<file path="config.mk">
export PLATFORM = sky130hd
export DESIGN_NAME = der_rsa_pubkey_decoder
export DESIGN_NICKNAME = d
export VERILOG_FILES = /design/src/rsapk_pkg.sv /design/src/rsapk_parser.sv /design/src/der_rsa_pubkey_decoder.sv
export VERILOG_INCLUDE_DIRS = /design/src /design/src/src
export SDC_FILE = /design/constraint.sdc
export NUM_CORES = 1
export LEC_CHECK = 0
export BUFFER_PORTS_ARGS = -buffer_cell sky130_fd_sc_hd__buf_2
export CAP_MARGIN = 20
export CORE_MARGIN = 2
export CORE_UTILIZATION = 50
export CTS_BUF_LIST = sky130_fd_sc_hd__clkbuf_16
export DETAILED_ROUTE_END_ITERATION = 8
export PLACE_DENSITY_LB_ADDON = 0.15
export SETUP_SLACK_MARGIN = 0.5
export SLEW_MARGIN = 15
export SYNTH_ARGS = -nofsm -noshare
export SYNTH_HDL_FRONTEND = slang
export SYNTH_HIERARCHICAL = 1
export SYNTH_SLANG_ARGS = --single-unit
</file>
<file path="constraint.sdc">
create_clock -name i_clk -period 6.8 [get_ports i_clk]
set_input_delay 1.02 -clock i_clk [delete_from_list [all_inputs] [get_ports i_clk]]
set_output_delay 1.02 -clock i_clk [all_outputs]
set_load 0.05 [all_outputs]
</file>
<file path="src/assert_macros.svh">
// Assertion macros used by the top-level RTL file of the block.
`ifndef ASSERT_MACROS_SVH
`define ASSERT_MACROS_SVH

`ifndef ASSERT_OFF

// Property must hold at every rising clock edge outside reset.
`define ASSERT_PROP(lbl, clk, rst_n, prop) \
    lbl: assert property (@(posedge clk) disable iff (!rst_n) prop) \
        else $error("property violated");

// Condition must never be seen at a rising clock edge outside reset.
`define ASSERT_NEVER(lbl, clk, rst_n, cond) \
    lbl: assert property (@(posedge clk) disable iff (!rst_n) !(cond)) \
        else $error("forbidden condition seen");

`else

`define ASSERT_PROP(lbl, clk, rst_n, prop)
`define ASSERT_NEVER(lbl, clk, rst_n, cond)

`endif

`endif

</file>
<file path="src/rsapk_pkg.sv">
// Shared types and constants of the DER RSA public key decoder.
`default_nettype none

package rsapk_pkg;

    localparam logic [7:0] TAG_SEQ       = 8'h30;
    localparam logic [7:0] TAG_INT       = 8'h02;
    localparam logic [7:0] LEN_LONG_MIN  = 8'h80;
    localparam logic [7:0] LEN_LONG1     = 8'h81;
    localparam logic [7:0] LEN_LONG2     = 8'h82;
    localparam logic [7:0] EXP_LEN_MAX   = 8'h7f;

    typedef enum logic [1:0] {
        KIND_HEADER = 2'd0,
        KIND_MOD    = 2'd1,
        KIND_EXP    = 2'd2,
        KIND_IGN    = 2'd3
    } t_kind;

    localparam logic [3:0] ST_OK          = 4'd0;
    localparam logic [3:0] ST_BAD_SEQ_TAG = 4'd1;
    localparam logic [3:0] ST_BAD_SEQ_LEN = 4'd2;
    localparam logic [3:0] ST_BAD_MOD_TAG = 4'd3;
    localparam logic [3:0] ST_BAD_MOD_LEN = 4'd4;
    localparam logic [3:0] ST_BAD_EXP_TAG = 4'd5;
    localparam logic [3:0] ST_LEN_MISMATCH = 4'd6;
    localparam logic [3:0] ST_ZERO_LEN    = 4'd7;
    localparam logic [3:0] ST_EXP_LONG    = 4'd8;

    typedef struct packed {
        logic [7:0]  content_byte;
        t_kind       byte_kind;
        logic        done_res;
        logic [3:0]  status;
        logic [15:0] modulus_length;
        logic [7:0]  exponent_length;
        logic [16:0] total_length;
    } t_result;

endpackage

`default_nettype wire

</file>
<file path="src/rsapk_parser.sv">
// Parser state machine: per-byte state update and result formation.
`default_nettype none

module rsapk_parser (
    input  wire                   i_clk,
    input  wire                   i_rst_n,
    input  wire                   i_fire,
    input  wire  [7:0]            i_data_byte,
    input  wire                   i_frame_start,
    output rsapk_pkg::t_result    o_result
);
    import rsapk_pkg::*;

    typedef enum logic [3:0] {
        PH_IDLE     = 4'd0,
        PH_SEQ_LEN  = 4'd1,
        PH_SEQ_L1   = 4'd2,
        PH_SEQ_LH   = 4'd3,
        PH_SEQ_LL   = 4'd4,
        PH_MOD_TAG  = 4'd5,
        PH_MOD_LEN  = 4'd6,
        PH_MOD_L1   = 4'd7,
        PH_MOD_LH   = 4'd8,
        PH_MOD_LL   = 4'd9,
        PH_MOD_DATA = 4'd10,
        PH_EXP_TAG  = 4'd11,
        PH_EXP_LEN  = 4'd12,
        PH_EXP_DATA = 4'd13
    } t_phase;

    t_phase      r_phase,     n_phase;
    logic [15:0] r_outer_len, n_outer_len;
    logic [1:0]  r_outer_hdr, n_outer_hdr;
    logic [7:0]  r_len_hi,    n_len_hi;
    logic [15:0] r_mod_len,   n_mod_len;
    logic [7:0]  r_exp_len,   n_exp_len;
    logic [15:0] r_remain,    n_remain;
    logic [16:0] r_consumed,  n_consumed;

    t_kind       kind;
    logic        done;
    logic [3:0]  status;
    logic [15:0] remain_dec;
    logic [15:0] len_wide;

    function automatic logic [3:0] final_status(
        input logic [16:0] consumed,
        input logic [15:0] outer_len,
        input logic [1:0]  outer_hdr,
        input logic [15:0] mod_len,
        input logic [7:0]  exp_len
    );
        logic [16:0] expect_len;
        expect_len = {1'b0, outer_len} + {15'd0, outer_hdr} + 17'd1;
        priority if (consumed != expect_len) begin
            return ST_LEN_MISMATCH;
        end else if (mod_len == 16'd0 || exp_len == 8'd0) begin
            return ST_ZERO_LEN;
        end else if (exp_len > EXP_LEN_MAX) begin
            return ST_EXP_LONG;
        end else begin
            return ST_OK;
        end
    endfunction

    assign remain_dec = (r_remain != 16'd0) ? (r_remain - 16'd1) : r_remain;
    assign len_wide   = {r_len_hi, i_data_byte};

    always_comb begin
        n_phase     = r_phase;
        n_outer_len = r_outer_len;
        n_outer_hdr = r_outer_hdr;
        n_len_hi    = r_len_hi;
        n_mod_len   = r_mod_len;
        n_exp_len   = r_exp_len;
        n_remain    = r_remain;
        n_consumed  = r_consumed;
        kind        = KIND_HEADER;
        done        = 1'b0;
        status      = ST_OK;

        if (i_frame_start) begin
            n_outer_len = 16'd0;
            n_outer_hdr = 2'd0;
            n_len_hi    = 8'd0;
            n_mod_len   = 16'd0;
            n_exp_len   = 8'd0;
            n_remain    = 16'd0;
            n_consumed  = 17'd1;
            if (i_data_byte == TAG_SEQ) begin
                n_phase = PH_SEQ_LEN;
            end else begin
                n_phase = PH_IDLE;
                done    = 1'b1;
                status  = ST_BAD_SEQ_TAG;
            end
        end else if (r_phase == PH_IDLE) begin
            kind = KIND_IGN;
        end else begin
            n_consumed = r_consumed + 17'd1;
            unique case (r_phase)
                PH_SEQ_LEN: begin
                    priority if (i_data_byte < LEN_LONG_MIN) begin
                        n_outer_len = {8'd0, i_data_byte};
                        n_outer_hdr = 2'd1;
                        n_phase     = PH_MOD_TAG;
                    end else if (i_data_byte == LEN_LONG1) begin
                        n_outer_hdr = 2'd2;
                        n_phase     = PH_SEQ_L1;
                    end else if (i_data_byte == LEN_LONG2) begin
                        n_outer_hdr = 2'd3;
                        n_phase     = PH_SEQ_LH;
                    end else begin
                        done   = 1'b1;
                        status = ST_BAD_SEQ_LEN;
                    end
                end
                PH_SEQ_L1: begin
                    n_outer_len = {8'd0, i_data_byte};
                    n_phase     = PH_MOD_TAG;
                end
                PH_SEQ_LH: begin
                    n_len_hi = i_data_byte;
                    n_phase  = PH_SEQ_LL;
                end
                PH_SEQ_LL: begin
                    n_outer_len = len_wide;
                    n_phase     = PH_MOD_TAG;
                end
                PH_MOD_TAG: begin
                    if (i_data_byte == TAG_INT) begin
                        n_phase = PH_MOD_LEN;
                    end else begin
                        done   = 1'b1;
                        status = ST_BAD_MOD_TAG;
                    end
                end
                PH_MOD_LEN: begin
                    priority if (i_data_byte < LEN_LONG_MIN) begin
                        n_mod_len = {8'd0, i_data_byte};
                        n_remain  = {8'd0, i_data_byte};
                        n_phase   = (i_data_byte == 8'd0) ? PH_EXP_TAG : PH_MOD_DATA;
                    end else if (i_data_byte == LEN_LONG1) begin
                        n_phase = PH_MOD_L1;
                    end else if (i_data_byte == LEN_LONG2) begin
                        n_phase = PH_MOD_LH;
                    end else begin
                        done   = 1'b1;
                        status = ST_BAD_MOD_LEN;
                    end
                end
                PH_MOD_L1: begin
                    n_mod_len = {8'd0, i_data_byte};
                    n_remain  = {8'd0, i_data_byte};
                    n_phase   = (i_data_byte == 8'd0) ? PH_EXP_TAG : PH_MOD_DATA;
                end
                PH_MOD_LH: begin
                    n_len_hi = i_data_byte;
                    n_phase  = PH_MOD_LL;
                end
                PH_MOD_LL: begin
                    n_mod_len = len_wide;
                    n_remain  = len_wide;
                    n_phase   = (len_wide == 16'd0) ? PH_EXP_TAG : PH_MOD_DATA;
                end
                PH_MOD_DATA: begin
                    kind     = KIND_MOD;
                    n_remain = remain_dec;
                    if (remain_dec == 16'd0) begin
                        n_phase = PH_EXP_TAG;
                    end
                end
                PH_EXP_TAG: begin
                    if (i_data_byte == TAG_INT) begin
                        n_phase = PH_EXP_LEN;
                    end else begin
                        done   = 1'b1;
                        status = ST_BAD_EXP_TAG;
                    end
                end
                PH_EXP_LEN: begin
                    n_exp_len = i_data_byte;
                    n_remain  = {8'd0, i_data_byte};
                    if (i_data_byte == 8'd0) begin
                        done   = 1'b1;
                        status = final_status(n_consumed, r_outer_len, r_outer_hdr,
                                              r_mod_len, i_data_byte);
                    end else begin
                        n_phase = PH_EXP_DATA;
                    end
                end
                PH_EXP_DATA: begin
                    kind     = KIND_EXP;
                    n_remain = remain_dec;
                    if (remain_dec == 16'd0) begin
                        done   = 1'b1;
                        status = final_status(n_consumed, r_outer_len, r_outer_hdr,
                                              r_mod_len, r_exp_len);
                    end
                end
                default: begin
                    n_phase = PH_IDLE;
                end
            endcase
            if (done) begin
                n_phase = PH_IDLE;
            end
        end
    end

    always_comb begin
        o_result.content_byte    = i_data_byte;
        o_result.byte_kind       = kind;
        o_result.done_res        = done;
        o_result.status          = status;
        o_result.modulus_length  = n_mod_len;
        o_result.exponent_length = n_exp_len;
        o_result.total_length    = n_consumed;
    end

    always_ff @(posedge i_clk) begin
        if (!i_rst_n) begin
            r_phase     <= PH_IDLE;
            r_outer_len <= 16'd0;
            r_outer_hdr <= 2'd0;
            r_len_hi    <= 8'd0;
            r_mod_len   <= 16'd0;
            r_exp_len   <= 8'd0;
            r_remain    <= 16'd0;
            r_consumed  <= 17'd0;
        end else if (i_fire) begin
            r_phase     <= n_phase;
            r_outer_len <= n_outer_len;
            r_outer_hdr <= n_outer_hdr;
            r_len_hi    <= n_len_hi;
            r_mod_len   <= n_mod_len;
            r_exp_len   <= n_exp_len;
            r_remain    <= n_remain;
            r_consumed  <= n_consumed;
        end
    end

endmodule

`default_nettype wire

</file>
<file path="src/der_rsa_pubkey_decoder.sv">
// Top level of the DER RSA public key decoder: input register, parser, result register.
//
// Usage:
//   Input channel: i_valid / o_ready with i_data_byte and i_frame_start. Send the
//   DER bytes of one key in order; raise i_frame_start with the SEQUENCE tag byte.
//   Output channel: o_valid / i_ready. Every accepted byte yields exactly one
//   result: the byte itself, its kind (header, modulus, exponent, ignored), the
//   decoded lengths, the byte count so far, a done flag and a status code.
//   Path: an accepted byte waits in the input register; when it advances, its
//   result is written into the result register, from which it can be taken.
//   Throughput: one byte per cycle while i_ready is high, set by the parser state
//   update logic, combinational between the input register and the result register.
//   Reset (i_rst_n low, synchronous): both registers empty, parser idle; bytes
//   without i_frame_start are then passed through as ignored.
//   Receiver stall: the result holds in the output register while the next byte
//   waits in the input register; o_ready drops only when both are full and
//   i_ready is low.
`default_nettype none

`include "assert_macros.svh"

module der_rsa_pubkey_decoder (
    input  wire         i_clk,
    input  wire         i_rst_n,
    input  wire         i_valid,
    output logic        o_ready,
    input  wire  [7:0]  i_data_byte,
    input  wire         i_frame_start,
    output logic        o_valid,
    input  wire         i_ready,
    output logic [7:0]  o_content_byte,
    output logic [1:0]  o_byte_kind,
    output logic        o_done_res,
    output logic [3:0]  o_status,
    output logic [15:0] o_modulus_length,
    output logic [7:0]  o_exponent_length,
    output logic [16:0] o_total_length
);
    import rsapk_pkg::*;

    logic        r_in_valid;
    logic [7:0]  r_in_data;
    logic        r_in_start;
    logic        r_out_valid;
    t_result     r_out;
    t_result     step_result;
    logic        advance;

    assign advance = r_in_valid && (!r_out_valid || i_ready);
    assign o_ready = !r_in_valid || advance;

    rsapk_parser u_parser (
        .i_clk         (i_clk),
        .i_rst_n       (i_rst_n),
        .i_fire        (advance),
        .i_data_byte   (r_in_data),
        .i_frame_start (r_in_start),
        .o_result      (step_result)
    );

    always_ff @(posedge i_clk) begin
        if (!i_rst_n) begin
            r_in_valid  <= 1'b0;
            r_out_valid <= 1'b0;
        end else begin
            if (o_ready) begin
                r_in_valid <= i_valid;
            end
            if (advance) begin
                r_out_valid <= 1'b1;
            end else if (i_ready) begin
                r_out_valid <= 1'b0;
            end
        end
    end

    always_ff @(posedge i_clk) begin
        if (i_valid && o_ready) begin
            r_in_data  <= i_data_byte;
            r_in_start <= i_frame_start;
        end
        if (advance) begin
            r_out <= step_result;
        end
    end

    assign o_valid           = r_out_valid;
    assign o_content_byte    = r_out.content_byte;
    assign o_byte_kind       = r_out.byte_kind;
    assign o_done_res        = r_out.done_res;
    assign o_status          = r_out.status;
    assign o_modulus_length  = r_out.modulus_length;
    assign o_exponent_length = r_out.exponent_length;
    assign o_total_length    = r_out.total_length;

    `ASSERT_PROP(a_status_only_when_done, i_clk, i_rst_n,
                 (o_valid && !o_done_res) |-> (o_status == ST_OK))
    `ASSERT_NEVER(a_ignored_not_done, i_clk, i_rst_n,
                  o_valid && (o_byte_kind == KIND_IGN) && o_done_res)
    `ASSERT_NEVER(a_status_in_range, i_clk, i_rst_n, o_valid && (o_status > ST_EXP_LONG))
    `ASSERT_PROP(a_full_stall_blocks, i_clk, i_rst_n,
                 (r_in_valid && r_out_valid && !i_ready) |-> !o_ready)

endmodule

`default_nettype wire
</file>
## Yosys cells after proc, flatten, opt, wreduce, memory -nomap -nowiden

Index checks and enable logic that the tools add are counted.

| operators by class | value |
|---|---|
| $add $sub $neg | 4 |
| $lt $le $gt $ge | 3 |
| eq/ne operators | 28 |
| multiplexer cells | 79 |
| reduce and logical (&&, ||, !) cells | 32 |

Operator list:

| cell | number |
|---|---|
| $mux 16 | 9 |
| $mux 4 | 27 |
| $pmux 16 s3 | 2 |
| $pmux 16 s4 | 1 |
| $logic_not 16->1 | 3 |
| $mux 8 | 6 |
| $pmux 4 s12 | 1 |
| $add 17x1->17 const B | 2 |
| $mux 17 | 2 |
| $eq 4x4->1 const B | 6 |
| $pmux 4 s6 | 1 |
| $mux 2 | 9 |
| $add 16x2->17 | 1 |
| $mux 1 | 17 |
| $ne 17x17->1 | 1 |
| $eq 4x3->1 const B | 4 |
| $eq 8x8->1 const B | 2 |
| $gt 8x7->1 const B | 2 |
| $logic_not 8->1 | 2 |
| $reduce_bool 16->1 | 1 |
| $sub 16x1->16 const B | 1 |
| $ne 4x2->1 const B | 3 |
| $ne 6x2->1 const B | 2 |
| $reduce_and 4->1 | 3 |
| other kinds (21) | 38 |

| storage, ports and cells | value |
|---|---|
| bits in registers | 154 |
| input port bits | 13 |
| output and inout port bits | 58 |

## Depth between registers and ports, before layout

Gate-level depths: netlist of the first run.

| depth | value |
|---|---|
| word-level depth | 10 |
| gate-level depth with buffers | 12 |
| mapped depth without buffers | 12 |

## Hierarchy

Netlist of the first run, hierarchy kept.

By module, submodules not included:

| module | times used | cells each | area each (um^2) | seq. area each (um^2) |
|---|---|---|---|---|
| rsapk_parser | 1 | 859 | 6403.6 | 1741.7 |
| der_rsa_pubkey_decoder | 1 | 74 | 2055.7 | 1991.9 |

## Least setup slack after synthesis of the first run

Ideal clock, no wire load.

| path | value |
|---|---|
| path kind | input-to-reg |
| start point | input i_ready |
| end point | register u_parser.r_remain[15] |
| library setup time | 0.066 ns |
| arrival time | 5.213 ns |
| required time | 6.734 ns |
| setup slack | 1.520 ns |
| cell stages on the path | 10 |
| buffers on the path | 2 |
| cells stage by stage | nor2b_4 -> nor2b_1 -> clkbuf_1 -> inv_1 -> nor2_1 -> o31ai_1 -> nor2_1 -> clkbuf_1 -> a22oi_1 -> nor2b_1 |

| between the ends | value |
|---|---|
| cells in the longest elaborated chain, start to end | 3 |

Ends and longest elaborated chain:

| element | RTL line | text |
|---|---|---|
| start, declared | der_rsa_pubkey_decoder.sv:30 | `input wire i_ready,` |
| $logic_or 1x1->1 | der_rsa_pubkey_decoder.sv:49 | `assign advance = r_in_valid && (!r_out_valid \|\| i_ready);` |
| $logic_and 1x1->1 | der_rsa_pubkey_decoder.sv:49 |  |
| via advance | der_rsa_pubkey_decoder.sv:47 | `logic advance;` |
| $reduce_and 4->1 (no line) | n/a |  |
| end signal, assigned | rsapk_parser.sv:238 | `r_remain <= n_remain;` |
| end, declared | rsapk_parser.sv:37 | `logic [15:0] r_remain, n_remain;` |

The timed path passes the listed nets, and every way through them passes these cells.
A chain may end at the register's enable or synchronous reset.

## Worst setup path after layout of the first run

| path | value |
|---|---|
| start point | input i_ready |
| end point | register u_parser.r_remain[3] |

The elaborated chain is that of the path after synthesis.

==> run summary, run 1 <==
Hold Vio Cnt, Final -> 0
hold endpoint -> u_parser/r_outer_len[13]
largest net degree at the start of global routing -> 90
setup ws final -> 3.01 ns
Worst Path Max Fanout -> 29
Die Footprint -> 0.0180 mm^2
Clk Latency, worst-skew pair -> 0.42 ns
Setup crit end kind -> flip-flop
CTS Buffer Depth -> 2
EDFF count, synth -> 65
Syn Inst Count -> 933
ANT nets after route -> 0
mux cell area share after synthesis -> 4.85%
Via Count -> 7118
Setup Buffers After CTS -> 0
Syn Std Cell Area -> 0.00846 mm^2
XOR/XNOR share of the synthesized area -> 6.09%
worst-case vdd ir drop -> 0.000177 V
Synth area leaders -> edfxtp_1, dfxtp_1, nand2_1, nor2b_1, mux2i_1
yosys warns -> 6
Die Ht -> 134 um
post-synth cell types -> 73
Synth Area in Adders -> 0.828%
first-pass GRT wire length -> 35300 um
largest family of logic cells by synthesized area -> simple AND/OR/NAND/NOR gates
CP Cell Sequence -> buf_2 -> nor2b_4 -> nor2b_4 -> buf_4 -> inv_1 -> nor2_1 -> o31ai_2 -> buf_4 -> nor2_1 -> a22oi_1 -> nor2b_1
Crit-path slowest cell -> nor2_1
WHS Path Cells -> 2
All-Layer GR Usage -> 25.2%
gr ovfl total -> 0
WP data arrival -> 4.15 ns
final-report max-slew violation count -> 0
flops & latches, synth -> 154
asr flop ratio synth -> 0%
1st-pass router iterations -> 6
non-filler cells, final -> 1198
post-cts hold buffer count -> 0
io pins -> 71
diodes inserted -> 0
RR Startpoint -> u_parser/r_consumed[0]
Post-Syn Nets -> 951
power per cell area -> 229 mW/mm^2
die width -> 134 um
layout cells sized above 1 -> 13.1%
RSZ-0062 raised after global routing -> false
Root Driver -> clkbuf_16
synthesis-to-layout area growth -> 11.8%
PostCTS Resize Cnt -> 0
top cells by count, synth -> nand2_1, dfxtp_1, nor2b_1, edfxtp_1, nor2_1
pre-CTS WS -> 2.68 ns
Max H-tree Level -> 4
via density per instance -> 5.94
Fmax achieved -> 264 MHz
synthesized area per cell -> 9.07 um^2
maxcap violations -> 0
FF-to-FF End -> o_status[1]
CP max stage delay -> 0.74 ns
Clock Sinks -> 154
wire per inst -> 18.7 um
Register-to-Register Path Depth -> 9
dpl cells -> 1166
Main synth FF type -> dfxtp_1
HP Class -> flip-flop to flip-flop
Initial DRC Count -> 718
CTS buffer count -> 17
final setup violation count -> 0
fin nets -> 983
Hold Path Origin -> u_parser/r_outer_len[13]
critical path startpoint -> i_ready
Worst-path clk slew -> 0.06 ns
Residual DRC -> 0
Compound-Gate Fraction of Synth Area -> 14.5%
Synth Area in Simple Gates -> 25.3%
Slew headroom -> 35.8%
Yosys top cell area share -> 23.1%
core footprint -> 0.0166 mm^2
Post-Route WL -> 22300 um
Leak -> 3.40 nW
reg-to-reg slack, setup -> 3.11 ns
CTS tree -> built
Worst Skew -> 0.00708 ns
leading area contributor after synthesis -> edfxtp_1
worst path required time -> 7.16 ns
Starting Density -> 51.0%
vias in the first global route -> 6535
initial antenna violation count -> 0
Seq/Total Area, Yosys -> 44.1%
setup TNS -> 0 ns
Routability Congestion -> 0.991
top-count cell post-synth -> nand2_1
hpwl dp -> 15400 um
final period utilization -> 55.8%
num rows -> 47
status -> complete, no violations
Worst-Margin Slew -> 0.959 ns
# port buffers -> 70
CP startpoint kind -> input pin
Power, Total -> 2.16 mW
min cycle time layout -> 3.79 ns
Worst Path Class, Setup -> input pin to flip-flop
## how the worst max path moves through the flow
| stage | cells past startpoint | endpoint | slack, ns |
|---|---|---|---|
| 3_5_place_dp | 11 | u_parser/r_remain[3] | 2.68 |
| 3_3_place_gp | 11 | u_parser/r_remain[3] | 2.80 |
| 5_1_grt | 9 | o_status[1] | 2.85 |
| 4_1_cts | 11 | u_parser/r_remain[3] | 3.13 |
| 6_report | 11 | u_parser/r_remain[3] | 3.01 |
| 2_1_floorplan | 10 | u_parser/r_remain[15] | 1.52 |
## layer usage
layer	GRT usage [%]	up-vias	share of wire [%]	routed length, um
met5	0	-	0	0
met1	37.5	3367	47	10500
met3	4.46	37	7.4	1660
met4	8.71	0	1.9	419
li1	-	3399	-	-
met2	37.1	315	44	9770
## flip-flops by register name, indices dropped and copies added (netlist names), 4 cells and up
| register | flops |
|---|---|
| u_parser/r_remain | 16 |
| u_parser/r_outer_len | 16 |
| u_parser/r_consumed | 17 |
| o_status | 4 |
| u_parser/r_phase | 4 |
| u_parser/r_len_hi | 8 |
| o_total_length | 17 |
| o_exponent_length | 8 |
| u_parser/r_mod_len | 16 |
| o_modulus_length | 16 |
| o_content_byte | 8 |
| u_parser/r_exp_len | 8 |
| r_in_data | 8 |
## report_power, final
| part | internal, mW | switching (mW) | total, mW | leakage, nW |
|---|---|---|---|---|
| Sequential | 0.988 | 0.0243 | 1.01 | 1.33 |
| Clock | 0.546 | 0.397 | 0.943 | 0.276 |
| Combinational | 0.0631 | 0.146 | 0.209 | 1.80 |
| Total | 1.60 | 0.567 | 2.16 | 3.40 |
## through the flow
step | hold WS [ns] | cell area, um^2 | util (%)
after floorplan | 0.443 | 8460 | -
after global placement | 0.461 | 8860 | 53.4
after detailed placement | 0.486 | 8860 | 53.4
after CTS | 0.495 | 9450 | 57.0
after global routing | 0.528 | 9460 | 57.0
final | 0.495 | 9460 | 57.0
## layout make-up
| cell class | count | area (um^2) |
|---|---|---|
| clock buffer | 17 | 425 |
| clock inverter | 15 | 165 |
| fill | 1500 | 7130 |
| inverter | 18 | 67.6 |
| multi-input combinational | 696 | 4380 |
| sequential | 154 | 3730 |
| tap | 220 | 275 |
| timing repair buffer | 78 | 410 |
## layout by cell type, fill, tap and decap left out, types with 12 or more instances in the layout
cell,count
clkbuf_16,17
nor4_1,22
nor3_1,41
buf_2,70
nor2b_1,65
a21boi_0,18
nor2_1,60
inv_1,18
xnor2_1,40
a21oi_1,44
nand2_1,116
mux2i_1,41
dfxtp_1,89
nand3_1,24
a22oi_1,12
o21ai_0,39
edfxtp_1,65
## critical path, delay by kind of cell
kind / cells / cell delay (ns)
buf+inv: 4 / 1.20
compound gates: 2 / 0.34
simple gates: 5 / 1.53
## cells by family (layout without fill, tap and decap cells)
logic type                 Yosys count  count (layout)
AOI/OAI and AO/OA                  188             188
xor gates and xnor gates            54              54
adders and majority gates            5               5
buffers and inverters               83             128
DFF                                154             154
muxes                               41              41
and+or+nand+nor                    408             408
(Power assumes the default switching activity.)
==> inputs of run 2 (changes only) <==
clock period = 3.66 ns   (was 6.8 ns; I/O delays follow)
==> run summary, run 2 (synthesized netlist as in run 1, its figures left out) <==
switching share of power -> 26.4%
Worst-path clk slew -> 0.07 ns
HP Class -> input pin to flip-flop
final period utilization -> 83.3%
fin nets -> 1001
synthesis-to-layout area growth -> 15.0%
Worst-Margin Slew -> 1.06 ns
Worst Path Class, Setup -> flip-flop to flip-flop
Initial DRC Count -> 571
Starting Density -> 51.0%
ANT nets after route -> 0
CTS buffer count -> 17
setup TNS -> 0 ns
RSZ-0062 raised after global routing -> true
CP Cell Sequence -> inv_1 -> ha_2 -> or4b_4 -> nor4_4 -> a211oi_1 -> nor4b_2 -> nand3_1 -> a21o_2 -> or4_1 -> a21boi_1
diodes inserted -> 0
setup ws final -> 0.611 ns
sequential share of power -> 45.3%
CTS Buffer Depth -> 2
Post-Route WL -> 22100 um
Power Internal -> 3.04 mW
via density per instance -> 5.82
pre-CTS WS -> 0.363 ns
CTS tree -> built
CP Buf/Inv Count -> 1
Routability Congestion -> 0.897
Die Ht -> 134 um
combinational share of power -> 10.0%
maxcap violations -> 0
largest net degree at the start of global routing -> 87
fill count -> 1493
worst path required time -> 4.02 ns
Via Count -> 7072
Clock power frac -> 44.6%
Crit-path slowest cell -> or4b_4
post-cts hold buffer count -> 0
Clock Sinks -> 154
final-report max-slew violation count -> 0
layout cells sized above 1 -> 16.7%
Power, Total -> 4.14 mW
hpwl dp -> 15400 um
final setup violation count -> 0
Max H-tree Level -> 4
Residual DRC -> 0
All-Layer GR Usage -> 24.9%
# port buffers -> 70
Top delay family on crit path -> simple AND/OR/NAND/NOR gates
worst-case vdd ir drop -> 0.000332 V
Hold Vio Cnt, Final -> 0
most frequent cells in the layout -> nand2_1, dfxtp_1, buf_2
wire per inst -> 18.1 um
1st-pass router iterations -> 5
CP startpoint kind -> flip-flop
Die Footprint -> 0.0180 mm^2
Clk Latency, worst-skew pair -> 0.43 ns
vias in the first global route -> 6479
status -> complete, no violations
power per cell area -> 425 mW/mm^2
core footprint -> 0.0166 mm^2
Worst Skew -> 0.0106 ns
Slew headroom -> 28.7%
leading cell type in the layout, fill and taps excluded -> nand2_1
num rows -> 47
initial antenna violation count -> 0
Fmax achieved -> 328 MHz
io pins -> 71
die width -> 134 um
Hold WS -> 0.296 ns
switching power -> 1.09 mW
first-pass GRT wire length -> 35100 um
WP data arrival -> 3.41 ns
Leak -> 3.54 nW
min cycle time layout -> 3.05 ns
Setup crit end kind -> flip-flop
gr ovfl total -> 0
Worst Path Max Fanout -> 8
CP max stage delay -> 0.54 ns
Root Driver -> clkbuf_16
run 2: worst register-to-register path: stages, from the launching register on:
cell,delay (ns)
dfxtp_1,0.36
inv_1,0.08
ha_2,0.22
or4b_4,0.54
nor4_4,0.32
a211oi_1,0.12
nor4b_2,0.28
nand3_1,0.13
a21o_2,0.26
or4_1,0.54
a21boi_1,0.14
run 2: through the flow:
stage | util (%) | area (um^2) | cells
after floorplan | - | 8470 | 933
after global routing | 58.7 | 9730 | 1216
after CTS | 57.9 | 9610 | 1211
after detailed placement | 54.0 | 8960 | 1177
after global placement | 54.0 | 8960 | 1177
final | 58.7 | 9730 | 1216
run 2: final cells by class:
| cell class | instances | area [um^2] | area share, % |
|---|---|---|---|
| Tap cell | 220 | 275 | 2.83 |
| Sequential cell | 154 | 3740 | 38.5 |
| Timing Repair Buffer | 96 | 558 | 5.74 |
| Inverter | 18 | 67.6 | 0.695 |
| Clock inverter | 14 | 170 | 1.75 |
| Multi-Input combinational cell | 696 | 4460 | 45.9 |
| Clock buffer | 18 | 450 | 4.63 |
run 2: power by group through the flow:
stage,registers [mW],logic (mW),clock network [mW]
floorplan,1.99,0.208,0
CTS,1.88,0.403,1.87
detailed placement,1.91,0.393,0
finish,1.88,0.415,1.85
global route,1.88,0.443,1.93
global placement,1.91,0.393,0
run 2: path summary, 6_finish.rpt:
check	startpoint	end	slack [ns]	cells past startpoint
setup reg to reg	u_parser/r_remain[1]	u_parser/r_phase[1]	0.61	10
hold / removal	i_frame_start	r_in_start	0.30	1
setup / recovery	u_parser/r_remain[1]	u_parser/r_phase[1]	0.61	10
hold reg to reg	u_parser/r_outer_len[0]	u_parser/r_outer_len[0]	0.47	2
run 2: routing by layer:
metal	GRT usage, %	vias to the layer above	wire length (um)
li1	-	3441	-
met1	35.7	3366	10300
met2	38.0	226	9890
met3	4.04	39	1260
met4	9.36	0	628
met5	0	-	0
run 2: timing repair:
action	in CTS	in global routing
resized for setup	2	21
setup buffers	2	5
endpoints found under the setup margin	6	18
pin swaps	2	6
